## src/hw/rtl/bee_pkg.sv

```systemverilog
// shared types and constants for the byte escape encoder
package bee_pkg;

	// configuration register indexes
	localparam logic [2:0] CFG_ESCAPE_FLAGS = 3'd0;
	localparam logic [2:0] CFG_OUT_LIMIT    = 3'd1;
	localparam logic [2:0] CFG_SET_ENABLE   = 3'd2;
	localparam logic [2:0] CFG_SET_MASK_A   = 3'd3;
	localparam logic [2:0] CFG_SET_MASK_B   = 3'd4;
	localparam logic [2:0] CFG_SET_MASK_C   = 3'd5;
	localparam logic [2:0] CFG_SET_MASK_D   = 3'd6;

	localparam int CFG_INDEX_W = 3;
	localparam int CFG_DATA_W  = 64;
	localparam int FLAGS_W     = 6;
	localparam int LIMIT_W     = 32;
	localparam int LENGTH_W    = 32;

	// escape_flags bit positions
	localparam int FLAG_SPACE   = 0;
	localparam int FLAG_SPECIAL = 1;
	localparam int FLAG_NULL    = 2;
	localparam int FLAG_OCTAL   = 3;
	localparam int FLAG_SKIP    = 4;
	localparam int FLAG_HEX     = 5;

	localparam logic [7:0] CH_BACKSLASH = 8'h5C;

	// queue between classifier and emitter (depth a power of two)
	localparam int Q_DEPTH = 2;
	localparam int Q_PTR_W = 1;
	localparam int Q_CNT_W = 2;

	// one classified item: up to four characters and the index of the last one
	typedef struct packed {
		logic [3:0][7:0] chars;
		logic [1:0]      last_idx;
		logic            str_end;
	} seq_t;

endpackage

```

## src/hw/rtl/bee_front.sv

```systemverilog
// classifier: turns one source byte into its escape sequence
module bee_front (
	input  logic [7:0]                     in_byte,
	input  logic                           string_end,
	input  logic [bee_pkg::FLAGS_W-1:0]    escape_flags,
	input  logic                           set_enable,
	input  logic [255:0]                   set_mask,
	output bee_pkg::seq_t                  seq
);

	localparam logic [7:0] CH_ZERO  = 8'h30;
	localparam logic [7:0] CH_LOW_A = 8'h61;
	localparam logic [7:0] CH_X     = 8'h78;

	function automatic logic [7:0] hex_digit(input logic [3:0] v);
		logic [7:0] d;
		if (v < 4'd10) d = CH_ZERO + {4'd0, v};
		else d = CH_LOW_A + {4'd0, v} - 8'd10;
		return d;
	endfunction

	logic       printable;
	logic       member;
	logic       may_escape;
	logic [7:0] ws_code;
	logic [7:0] sp_code;

	assign printable = (in_byte >= 8'h20 && in_byte <= 8'h7E) || in_byte >= 8'hA0;
	assign member    = (in_byte == 8'h00) || set_mask[in_byte];
	assign may_escape = !(escape_flags[bee_pkg::FLAG_SKIP] && printable)
		&& !(set_enable && !member);

	always_comb begin
		case (in_byte)
			8'h0A:   ws_code = 8'h6E;
			8'h0D:   ws_code = 8'h72;
			8'h09:   ws_code = 8'h74;
			8'h0B:   ws_code = 8'h76;
			8'h0C:   ws_code = 8'h66;
			default: ws_code = 8'h00;
		endcase
		case (in_byte)
			8'h5C:   sp_code = bee_pkg::CH_BACKSLASH;
			8'h07:   sp_code = 8'h61;
			8'h1B:   sp_code = 8'h65;
			default: sp_code = 8'h00;
		endcase
	end

	always_comb begin
		seq.chars    = '0;
		seq.chars[0] = in_byte;
		seq.last_idx = 2'd0;
		seq.str_end  = string_end;
		if (may_escape) begin
			if (escape_flags[bee_pkg::FLAG_SPACE] && ws_code != 8'h00) begin
				seq.chars[0] = bee_pkg::CH_BACKSLASH;
				seq.chars[1] = ws_code;
				seq.last_idx = 2'd1;
			end else if (escape_flags[bee_pkg::FLAG_SPECIAL] && sp_code != 8'h00) begin
				seq.chars[0] = bee_pkg::CH_BACKSLASH;
				seq.chars[1] = sp_code;
				seq.last_idx = 2'd1;
			end else if (escape_flags[bee_pkg::FLAG_NULL] && in_byte == 8'h00) begin
				seq.chars[0] = bee_pkg::CH_BACKSLASH;
				seq.chars[1] = CH_ZERO;
				seq.last_idx = 2'd1;
			end else if (escape_flags[bee_pkg::FLAG_OCTAL]) begin
				seq.chars[0] = bee_pkg::CH_BACKSLASH;
				seq.chars[1] = CH_ZERO + {5'd0, 1'b0, in_byte[7:6]};
				seq.chars[2] = CH_ZERO + {5'd0, in_byte[5:3]};
				seq.chars[3] = CH_ZERO + {5'd0, in_byte[2:0]};
				seq.last_idx = 2'd3;
			end else if (escape_flags[bee_pkg::FLAG_HEX]) begin
				seq.chars[0] = bee_pkg::CH_BACKSLASH;
				seq.chars[1] = CH_X;
				seq.chars[2] = hex_digit(in_byte[7:4]);
				seq.chars[3] = hex_digit(in_byte[3:0]);
				seq.last_idx = 2'd3;
			end
		end
	end

endmodule

```

## src/hw/rtl/bee_queue.sv

```systemverilog
// short queue of classified items between classifier and emitter
module bee_queue (
	input  logic          clk,
	input  logic          arst_n,
	input  logic          push,
	input  bee_pkg::seq_t push_seq,
	output logic          full,
	input  logic          pop,
	output logic          not_empty,
	output bee_pkg::seq_t head_seq
);

	bee_pkg::seq_t                   entries_q [bee_pkg::Q_DEPTH];
	logic [bee_pkg::Q_PTR_W-1:0]     wr_ptr_q;
	logic [bee_pkg::Q_PTR_W-1:0]     rd_ptr_q;
	logic [bee_pkg::Q_CNT_W-1:0]     count_q;

	assign full      = count_q == bee_pkg::Q_CNT_W'(bee_pkg::Q_DEPTH);
	assign not_empty = count_q != '0;
	assign head_seq  = entries_q[rd_ptr_q];

	always_ff @(posedge clk) begin
		if (push) entries_q[wr_ptr_q] <= push_seq;
	end

	always_ff @(posedge clk or negedge arst_n) begin
		if (!arst_n) begin
			wr_ptr_q <= '0;
			rd_ptr_q <= '0;
			count_q  <= '0;
		end else begin
			if (push) wr_ptr_q <= wr_ptr_q + 1'b1;
			if (pop) rd_ptr_q <= rd_ptr_q + 1'b1;
			case ({push, pop})
				2'b10:   count_q <= count_q + 1'b1;
				2'b01:   count_q <= count_q - 1'b1;
				default: count_q <= count_q;
			endcase
		end
	end

`ifndef SYNTHESIS
	a_no_pop_empty: assert property (@(posedge clk) disable iff (!arst_n)
		pop |-> count_q != '0)
		else $error("queue popped while empty");
	a_count_bound: assert property (@(posedge clk) disable iff (!arst_n)
		count_q <= bee_pkg::Q_CNT_W'(bee_pkg::Q_DEPTH))
		else $error("queue count beyond depth");
`endif

endmodule

```

## src/hw/rtl/bee_back.sv

```systemverilog
// emitter: one character per cycle while the output is not stalled, position tracking and output register
module bee_back #(
	parameter int COUNT_BITS = 32
) (
	input  logic                          clk,
	input  logic                          arst_n,
	input  logic                          head_valid,
	input  bee_pkg::seq_t                 head_seq,
	output logic                          pop,
	input  logic [bee_pkg::LIMIT_W-1:0]   out_limit,
	output logic                          out_valid,
	input  logic                          out_stall,
	output logic [7:0]                    out_char,
	output logic                          stored,
	output logic                          run_last,
	output logic [bee_pkg::LENGTH_W-1:0]  total_length
);

	localparam int CMP_W = (COUNT_BITS > bee_pkg::LIMIT_W) ? COUNT_BITS : bee_pkg::LIMIT_W;

	logic [1:0]                   k_q;
	logic [COUNT_BITS-1:0]        pos_q;
	logic                         out_valid_q;
	logic [7:0]                   out_char_q;
	logic                         stored_q;
	logic                         run_last_q;
	logic [bee_pkg::LENGTH_W-1:0] total_q;

	logic                  advance;
	logic                  is_last;
	logic [COUNT_BITS-1:0] pos_inc;
	logic [CMP_W-1:0]      pos_ext;
	logic [CMP_W-1:0]      inc_ext;
	logic [CMP_W-1:0]      limit_ext;

	assign advance   = head_valid && (!out_valid_q || !out_stall);
	assign is_last   = k_q == head_seq.last_idx;
	assign pop       = advance && is_last;
	assign pos_inc   = (pos_q == {COUNT_BITS{1'b1}}) ? pos_q : pos_q + 1'b1;
	assign pos_ext   = CMP_W'(pos_q);
	assign inc_ext   = CMP_W'(pos_inc);
	assign limit_ext = CMP_W'(out_limit);

	always_ff @(posedge clk) begin
		if (advance) begin
			out_char_q <= head_seq.chars[k_q];
			stored_q   <= pos_ext < limit_ext;
			run_last_q <= is_last;
			total_q    <= inc_ext[bee_pkg::LENGTH_W-1:0];
		end
	end

	always_ff @(posedge clk or negedge arst_n) begin
		if (!arst_n) begin
			k_q         <= '0;
			pos_q       <= '0;
			out_valid_q <= 1'b0;
		end else begin
			if (advance) begin
				out_valid_q <= 1'b1;
				k_q         <= is_last ? 2'd0 : k_q + 2'd1;
				pos_q       <= (is_last && head_seq.str_end) ? '0 : pos_inc;
			end else if (!out_stall) begin
				out_valid_q <= 1'b0;
			end
		end
	end

	assign out_valid    = out_valid_q;
	assign out_char     = out_char_q;
	assign stored       = stored_q;
	assign run_last     = run_last_q;
	assign total_length = total_q;

`ifndef SYNTHESIS
	a_pop_marks_last: assert property (@(posedge clk) disable iff (!arst_n)
		pop |=> out_valid && run_last)
		else $error("item retired without a last character");
	a_escape_leads: assert property (@(posedge clk) disable iff (!arst_n)
		advance && k_q == 2'd0 && head_seq.last_idx != 2'd0
		|=> out_char == bee_pkg::CH_BACKSLASH)
		else $error("escape sequence without leading backslash");
	a_no_mid_index: assert property (@(posedge clk) disable iff (!arst_n)
		head_valid |-> k_q <= head_seq.last_idx)
		else $error("character index past end of sequence");
`endif

endmodule

```

## src/hw/rtl/byte_escape_encoder.sv

```systemverilog
// top level of the byte escape encoder: configuration registers and datapath
//
// byte_escape_encoder escapes a byte stream one source item at a time. each
// item yields one to four result items, one output character each: the byte
// itself, a two-character escape (\n \r \t \v \f, \\ \a \e, \0), or a
// four-character octal (\ooo) or hex (\xhh, lowercase) escape, chosen by the
// escape_flags register and optionally restricted to the 256-bit character
// set. the front end classifies a byte in the cycle it is accepted and drops
// the finished sequence into a two-entry queue; the back end emits one
// character per cycle through its output register while out_stall is low,
// so a byte costs one, two or four output characters. each character carries
// stored (its position was below out_limit), run_last and the running
// length, which saturates at 2^COUNT_BITS-1 and returns to zero after a byte
// marked string_end. configuration writes take effect at once and are meant
// for when the block is idle.
module byte_escape_encoder #(
	parameter int COUNT_BITS = 32
) (
	input  logic                              clk,
	input  logic                              arst_n,
	// configuration write port
	input  logic                              cfg_write,
	input  logic [bee_pkg::CFG_INDEX_W-1:0]   cfg_index,
	input  logic [bee_pkg::CFG_DATA_W-1:0]    cfg_data,
	// source items
	input  logic                              in_valid,
	output logic                              in_stall,
	input  logic [7:0]                        in_byte,
	input  logic                              string_end,
	// result items
	output logic                              out_valid,
	input  logic                              out_stall,
	output logic [7:0]                        out_char,
	output logic                              stored,
	output logic                              run_last,
	output logic [bee_pkg::LENGTH_W-1:0]      total_length
);

	// configuration state
	logic [bee_pkg::FLAGS_W-1:0] escape_flags_q;
	logic [bee_pkg::LIMIT_W-1:0] out_limit_q;
	logic                        set_enable_q;
	logic [63:0]                 set_mask_a_q;
	logic [63:0]                 set_mask_b_q;
	logic [63:0]                 set_mask_c_q;
	logic [63:0]                 set_mask_d_q;

	// front to queue to back
	bee_pkg::seq_t front_seq;
	bee_pkg::seq_t head_seq;
	logic          push;
	logic          q_full;
	logic          pop;
	logic          head_valid;

	always_ff @(posedge clk or negedge arst_n) begin
		if (!arst_n) begin
			escape_flags_q <= '0;
			out_limit_q    <= '0;
			set_enable_q   <= 1'b0;
			set_mask_a_q   <= '0;
			set_mask_b_q   <= '0;
			set_mask_c_q   <= '0;
			set_mask_d_q   <= '0;
		end else if (cfg_write) begin
			case (cfg_index)
				bee_pkg::CFG_ESCAPE_FLAGS: escape_flags_q <= cfg_data[bee_pkg::FLAGS_W-1:0];
				bee_pkg::CFG_OUT_LIMIT:    out_limit_q    <= cfg_data[bee_pkg::LIMIT_W-1:0];
				bee_pkg::CFG_SET_ENABLE:   set_enable_q   <= cfg_data[0];
				bee_pkg::CFG_SET_MASK_A:   set_mask_a_q   <= cfg_data;
				bee_pkg::CFG_SET_MASK_B:   set_mask_b_q   <= cfg_data;
				bee_pkg::CFG_SET_MASK_C:   set_mask_c_q   <= cfg_data;
				bee_pkg::CFG_SET_MASK_D:   set_mask_d_q   <= cfg_data;
				default: ;  // unused index, write ignored
			endcase
		end
	end

	// a source item is taken whenever the queue has room
	assign in_stall = q_full;
	assign push     = in_valid && !q_full;

	bee_front u_front (
		.in_byte      (in_byte),
		.string_end   (string_end),
		.escape_flags (escape_flags_q),
		.set_enable   (set_enable_q),
		.set_mask     ({set_mask_d_q, set_mask_c_q, set_mask_b_q, set_mask_a_q}),
		.seq          (front_seq)
	);

	bee_queue u_queue (
		.clk       (clk),
		.arst_n    (arst_n),
		.push      (push),
		.push_seq  (front_seq),
		.full      (q_full),
		.pop       (pop),
		.not_empty (head_valid),
		.head_seq  (head_seq)
	);

	// back end retires a queue entry with its last character
	bee_back #(
		.COUNT_BITS (COUNT_BITS)
	) u_back (
		.clk          (clk),
		.arst_n       (arst_n),
		.head_valid   (head_valid),
		.head_seq     (head_seq),
		.pop          (pop),
		.out_limit    (out_limit_q),
		.out_valid    (out_valid),
		.out_stall    (out_stall),
		.out_char     (out_char),
		.stored       (stored),
		.run_last     (run_last),
		.total_length (total_length)
	);

endmodule

```

## config.mk

```make
export PLATFORM = sky130hd
export DESIGN_NAME = byte_escape_encoder
export DESIGN_NICKNAME = d
export VERILOG_FILES = /design/src/hw/rtl/bee_pkg.sv /design/src/hw/rtl/bee_front.sv /design/src/hw/rtl/bee_queue.sv /design/src/hw/rtl/bee_back.sv /design/src/hw/rtl/byte_escape_encoder.sv
export SDC_FILE = /design/constraint.sdc
export NUM_CORES = 1
export LEC_CHECK = 0
export ABC_AREA = 1
export BUFFER_PORTS_ARGS = -buffer_cell sky130_fd_sc_hd__buf_2
export CORE_MARGIN = 2
export CORE_UTILIZATION = 57
export CTS_BUF_LIST = sky130_fd_sc_hd__clkbuf_8
export DETAILED_ROUTE_END_ITERATION = 8
export PLACE_DENSITY_LB_ADDON = 0.12
export SLEW_MARGIN = 20
export SYNTH_ARGS = -nofsm -noshare
export SYNTH_HDL_FRONTEND = slang
export SYNTH_SLANG_ARGS = --single-unit
export TNS_END_PERCENT = 50
```

## constraint.sdc

```tcl
create_clock -name clk -period 2.7 [get_ports clk]
set_input_delay 0.405 -clock clk [delete_from_list [all_inputs] [get_ports clk]]
set_output_delay 0.405 -clock clk [all_outputs]
set_load 0.03 [all_outputs]
```

======== After elaboration in Yosys (flattened, before gate mapping) ========
Memories as Yosys holds them, arrays and structs flattened.
Cells that the tools add are included.
storage, ports and cells
  register bits after elaboration ......... 376
  latch bits .............................. 0
  bits in writable memories ............... 70
  memory bits (read-only) ................. 0
  output and inout bits ................... 44
  memories ................................ 1
cells by class
  add/subtract/negate cells ............... 15
  multipliers ............................. 0
  div/mod/pow operators ................... 0
  order comparisons ....................... 8
  equal/unequal tests ..................... 20
  shift-type cells ........................ 0
  muxes and demuxes ....................... 25
  bitwise logic cells ..................... 0
  reductions and logical operators ........ 33
memories
  memory             words  bits a word  rd ports  clocked after memory_dff  wr ports  RTL line         source
  u_queue.entries_q  2      35           1         0                         1         bee_queue.sv:13  bee_pkg::seq_t entries_q [bee_pkg::Q_DEPTH];
operator list
  operator                                              count
  two-way mux 34 bit                                    3
  two-way mux 32 bit                                    2
  two-way mux 18 bit                                    3
  two-way mux 16 bit                                    3
  equality test 8 x 4 -> 1 bit (second input constant)  5
  case mux 7 bit (5 select lines)                       1
  adder 32 x 1 -> 32 bit (second input constant)        1
  equality test 32 bit (second input constant)          1
  < comparator 32 bit                                   1
  two-way mux 8 bit                                     3
  case mux 7 bit (3 select lines)                       1
  adder 7 x 4 -> 8 bit (first input constant)           2
  binary-select mux 8 bit (select 2 bit)                1
  nonzero test 8 bit                                    2
  subtractor 8 x 4 -> 8 bit (second input constant)     2
  adder 6 x 3 -> 7 bit (first input constant)           2
  adder 6 x 4 -> 7 bit (first input constant)           2
  AND reduction 2 bit                                   7
  logical AND 1 bit                                     11
  equality test 3 bit (second input constant)           3
  < comparator 8 x 9 -> 1 bit (second input constant)   1
  binary-select mux 1 bit (select 8 bit)                1
  equality test 8 x 3 -> 1 bit (second input constant)  1
  equality test 8 x 5 -> 1 bit (second input constant)  1
  other kinds (24)                                      41

======== Longest topological paths before layout ========
  depth after elaboration ................. 9
  mapped depth ............................ 19
  depth with buffers taken out ............ 17

======== Modules after synthesis ========
From an unflattened synthesis, not the netlist that was laid out.
second synthesis, totals
  cell total of the unflattened synthesis .. 2937
  area total of the unflattened synthesis .. 22885.7 um2
modules (own cells, without submodules)
  module               instances  cells each  area an instance (um2)
  byte_escape_encoder  1          1273        11244.5
  bee_back             1          601         4907.2
  bee_front            1          856         3788.6
  bee_queue            1          207         2945.3

======== Least setup slack after synthesis ========
OpenSTA, ideal clock, no wires.
  path kind ............................... reg2reg
  from .................................... register u_back.out_valid_q (netlist: u_back.out_valid)
  to ...................................... register u_back.out_char_q[0] (netlist: u_back.out_char[0]), enable pin
  arrival ................................. 2.358 ns
  data required time ...................... 2.278 ns
  path slack .............................. -0.080 ns
  stages on the path, launching flop included .. 6
  buffers on the path ..................... 2
  path through ............................ dfrtp_1 -> nand2_1 -> o21ai_0 -> inv_1 -> clkbuf_1 -> clkbuf_1
between the ends
  word-level cells in the longest chain between the ends .. 3
ends and longest elaborated chain
  item                    RTL line        source
  start, declared         bee_back.sv:23  logic out_valid_q;
  start signal, assigned  bee_back.sv:57  out_valid_q <= 1'b0;
  start signal, assigned  bee_back.sv:60  out_valid_q <= 1'b1;
  start signal, assigned  bee_back.sv:64  out_valid_q <= 1'b0;
  logical NOT 1 bit       bee_back.sv:36  assign advance = head_valid && (!out_valid_q || !out_stall);
  logical OR 1 bit        bee_back.sv:36
  logical AND 1 bit       bee_back.sv:36
  via u_back.advance      bee_back.sv:29  logic advance;
  end signal, assigned    bee_back.sv:46  out_char_q <= head_seq.chars[k_q];
  end, declared           bee_back.sv:24  logic [7:0] out_char_q;
The timed path passes the listed nets, and every way through them passes these cells.
A chain may end at the register's enable or synchronous reset.

======== Worst setup path after layout ========
  from .................................... register u_back.pos_q[5] (netlist: u_back.pos_ext[5])
  to ...................................... register u_back.total_q (netlist bit u_back.total_length[9]) (data pin)
between the ends
  word-level cells in the longest chain between the ends .. 2
  elaborated cells on any way between the ends .. 3
  those cells by class .................... add/sub: 1; eq/ne: 1; mux: 1
ends and longest elaborated chain
  item                                                            RTL line        source
  start, declared                                                 bee_back.sv:22  logic [COUNT_BITS-1:0] pos_q;
  start signal, assigned                                          bee_back.sv:62  pos_q <= (is_last && head_seq.str_end) ? '0 : pos_inc;
  adder 32 x 1 -> 32 bit or equality test 32 bit (tied branches)  bee_back.sv:39  assign pos_inc = (pos_q == {COUNT_BITS{1'b1}}) ? pos_q : pos_q + 1'b1;
  two-way mux 32 bit (*)                                          bee_back.sv:39
  via u_back.inc_ext[9]                                           bee_back.sv:33  logic [CMP_W-1:0] inc_ext;
  end signal, assigned                                            bee_back.sv:49  total_q <= inc_ext[bee_pkg::LENGTH_W-1:0];
  end, declared                                                   bee_back.sv:27  logic [bee_pkg::LENGTH_W-1:0] total_q;
The timed path passes the listed nets; every way through them passes the cells marked *.

==> impl_metrics.csv <==
group,metric,value,unit
drt,first_pass_iters,5,
timing,slew_headroom,0.531,
setup_path,end_kind,"flop",
clocking,cts_buffer_depth,3,
setup_path,regToRegSetupSlack,0.31,ns
clocking,clk_latency,0.62,ns
clocking,cts_tree,"yes",
placed_design,io_buffers,124,
finish,drive_gt1_frac,0.115,
die,initial_core_util,0.579,
yosys,synth.yosys.seq_area_share,0.546,
global_routing,overflow,0,
placed_design,gp_congestion,0.951,
timing,fmax,419,MHz
power,power,0.0214,W
setup_path,reg2reg_from,"u_back.pos_ext[5]$_DFFE_PN0P_",
die,row_count,70,
setup_path,crit_fanout,9,
yosys,yosysTopAreaCellShare,0.396,
die,die-height,197,um
clocking,cts-htree-levels,3,
hold_path,min_path_type,"in -> reg",
yosys,synth_area_leaders,"dfrtp_1, edfxtp_1, nand2_1",
timing,postLayoutSetupSlackWorst,0.312,ns
hold_path,min_to,"u_back.out_valid$_DFFE_PN0P_",
drt,num_vias,17800,
clocking,cts_root_buffer,"clkbuf_8",
yosys,syn_area_per_cell,8.25,um^2
yosys,yosys_warnings,0,
yosys,syn-instance-count,2560,
setup_path,reg2regPathDepth,10,
die,core_area,36500,um^2
setup_path,r2r_end,"u_back.total_length[9]$_DFFE_PP_",
finish,fill_cells,3128,
setup_path,crit_type,"reg -> reg",
timing,period_share,0.885,
yosys,synth_area_leader_cell,"dfrtp_1",
power,peakVddDrop,0.499,mV
die,dieArea,38600,um^2
drt,ant_nets,0,
finish,area_delta_synth_final,13.8,%
timing,rsz0062_at_grt,"false",
drt,wl_per_cell,17.1,um
die,chipWidth,197,um
timing,hold_violations,0,
yosys,syn_nets,2684,
drt,routed_wl,55100,um
drt,drt_iter0_drc,1409,
yosys,synthDistinctLibCells,36,
finish,final_nets,2811,
placed_design,dp_hpwl,36600,um
hold_path,holdPathStages,3,
power,p_per_area,890,nW/um^2
timing,setup_violations,0,
timing,setup_tns,0,ns
global_routing,track_usage,0.295,
power,p_leak,11.7,nW
setup_path,cp.required,3.06,ns
drt,drc_errors,0,
finish,fin_cells,3215,
timing,tightest_slew,0.703,ns
global_routing,grt_pass1_wl,90600,um
drt,avgViaCountPerCell,5.53,
clocking,cts_buffers,75,
setup_path,worst_ep_arrival_time,2.74,ns
global_routing,antenna_found_initial,1,
flow_run,maxCapViolCount,0,
global_routing,grt_pass1_vias,17300,
finish,multi_input_area,8120,um^2
outcome,status,"complete, no violations",
clocking,cts_sinks,440,
clocking,clk_pin_slew_worst_paths,0.06,ns
timing,fin_crit,2.39,ns
global_routing,grt_max_degree,129,
hold_path,min-delay-start,"out_stall",
finish,regArea,11500,um^2
timing,finClkSkew,0.0370,ns
yosys,synth-seq-cells,440,
timing,drv_slew,0,
placed_design,post-place-ws,0.0227,ns
yosys,synthesis.area,21100,um^2
placed_design,dp_cells,3076,
setup_path,startpoint_type,"flop",
die,io_pins,125,
area by class of cell:
type,count,share of cell area
diodes,2,0.000208
repair buffers,191,0.0578
multi-input cells,1742,0.337
flip-flops and latches,440,0.480
clock inverters,40,0.00926
inverters,237,0.0370
well taps,468,0.0243
clock buffers,95,0.0543
power by group:
part	switching, W	internal, W
clock	0.00267	0.00336
combinational	0.00397	0.00190
sequential	0.000835	0.00869
total	0.00747	0.0139
worst max path at each step:
stage                                  startpoint                           endpoint  slack, ns  cells past startpoint
global placement                       in_byte[0]  u_queue.entries_q[0][7]$_DFFE_PP_       0.06                     15
finish              u_back.pos_ext[5]$_DFFE_PN0P_   u_back.total_length[9]$_DFFE_PP_       0.31                     10
CTS                 u_back.pos_ext[5]$_DFFE_PN0P_   u_back.total_length[9]$_DFFE_PP_       0.14                     10
global route        u_back.pos_ext[2]$_DFFE_PN0P_     u_back.pos_ext[29]$_DFFE_PN0P_       0.12                     10
detailed placement                     in_byte[0]  u_queue.entries_q[0][6]$_DFFE_PP_       0.02                     15
floorplan                              in_byte[4]  u_queue.entries_q[0][7]$_DFFE_PP_       0.10                     14
critical path, stage by stage, from the launching register on:
cell and delay (ns):
dfrtp_1 0.46, nand2_1 0.10, nor2_1 0.23, nand4_1 0.23, nor2_1 0.19, nand3_1 0.12
nor2_1 0.22, inv_2 0.14, nand2_1 0.09, xor2_1 0.27, inv_1 0.07
through the flow:
step	utilization	hold WS, ns	instance area (um^2)
floorplan	-	0.109	21100
global placement	0.616	0.460	22500
detailed placement	0.616	0.467	22500
CTS	0.659	0.00296	24100
global route	0.659	0.0401	24100
finish	0.659	0.0360	24100
cell usage after synthesis, drive strengths merged:
cell type,number
dfrtp,334
a21oi,55
or2,1
o21ai,440
nor4,7
clkinv,3
inv,234
a22o,3
xor2,23
edfxtp,106
o31ai,1
nand4,20
nor2,237
o211ai,1
nand2,721
o22ai,19
nand3,124
o221ai,1
xnor2,2
a21o,1
buf,47
nor3,26
o21bai,1
a31oi,10
nor4b,1
o21a,2
clkbuf,94
ha,43
o2111ai,3
sequential cells by signal, summed over array words and instances, names as in the netlist:
| register | count |
|---|---|
| set_mask_b_q | 64 |
| u_back.run_last | 1 |
| u_back.pos_ext | 32 |
| out_limit_q | 32 |
| set_mask_c_q | 64 |
| set_mask_d_q | 64 |
| u_back.total_length | 32 |
| u_back.out_valid | 1 |
| u_queue.entries_q | 64 |
| set_mask_a_q | 64 |
| escape_flags_q | 6 |
| u_back.k_q | 2 |
| u_back.stored | 1 |
| u_back.out_char | 8 |
| u_queue.wr_ptr_q | 1 |
| u_queue.count_q | 2 |
| set_enable_q | 1 |
| u_queue.rd_ptr_q | 1 |
cells in the final DEF, fill, tap and decap left out, types with 10 or more instances in the layout:
master / netlist / layout
xor2_1: 23 / 23
nand4_1: 20 / 20
buf_12: 0 / 20
a31oi_1: 10 / 10
dfrtp_1: 334 / 334
nand3_1: 124 / 123
buf_2: 33 / 122
o21ai_0: 426 / 426
inv_1: 229 / 245
nor3_1: 26 / 26
a21oi_1: 55 / 55
nor2_1: 237 / 235
edfxtp_1: 106 / 106
o22ai_1: 19 / 19
clkinv_1: 3 / 10
clkinv_2: 0 / 13
clkbuf_8: 0 / 95
nand2_1: 719 / 716
ha_1: 43 / 43
o21ai_1: 14 / 14
buf_4: 9 / 46
what timing repair did:
action | CTS | global route
gates resized for setup | 0 | 1
hold buffers | 2 | 0
setup buffers | 0 | 0
hold endpoints to repair | 73 | 0
endpoints found under the setup margin | 0 | 12
per-layer routing:
metal | up-vias | routed length [um] | part of all wire | track usage
met5 | - | 0 | 0 | 0
met4 | 0 | 1380 | 0.025 | 0.105
met3 | 103 | 3940 | 0.072 | 0.0486
met2 | 639 | 25600 | 0.46 | 0.471
met1 | 8453 | 24200 | 0.44 | 0.413
li1 | 8595 | - | - | -
kinds of logic (layout without fill, tap and decap cells):
group,count (synthesis),after routing,synth area share
adders and majority gates,43,43,0.0255
and+or+nand+nor,1137,1137,0.215
xor gates and xnor gates,25,25,0.0104
buffers and inverters,378,563,0.0718
DFF,440,440,0.546
AOI/OAI and AO/OA,537,537,0.131
other,0,2,0
(Power assumes the default switching activity.)
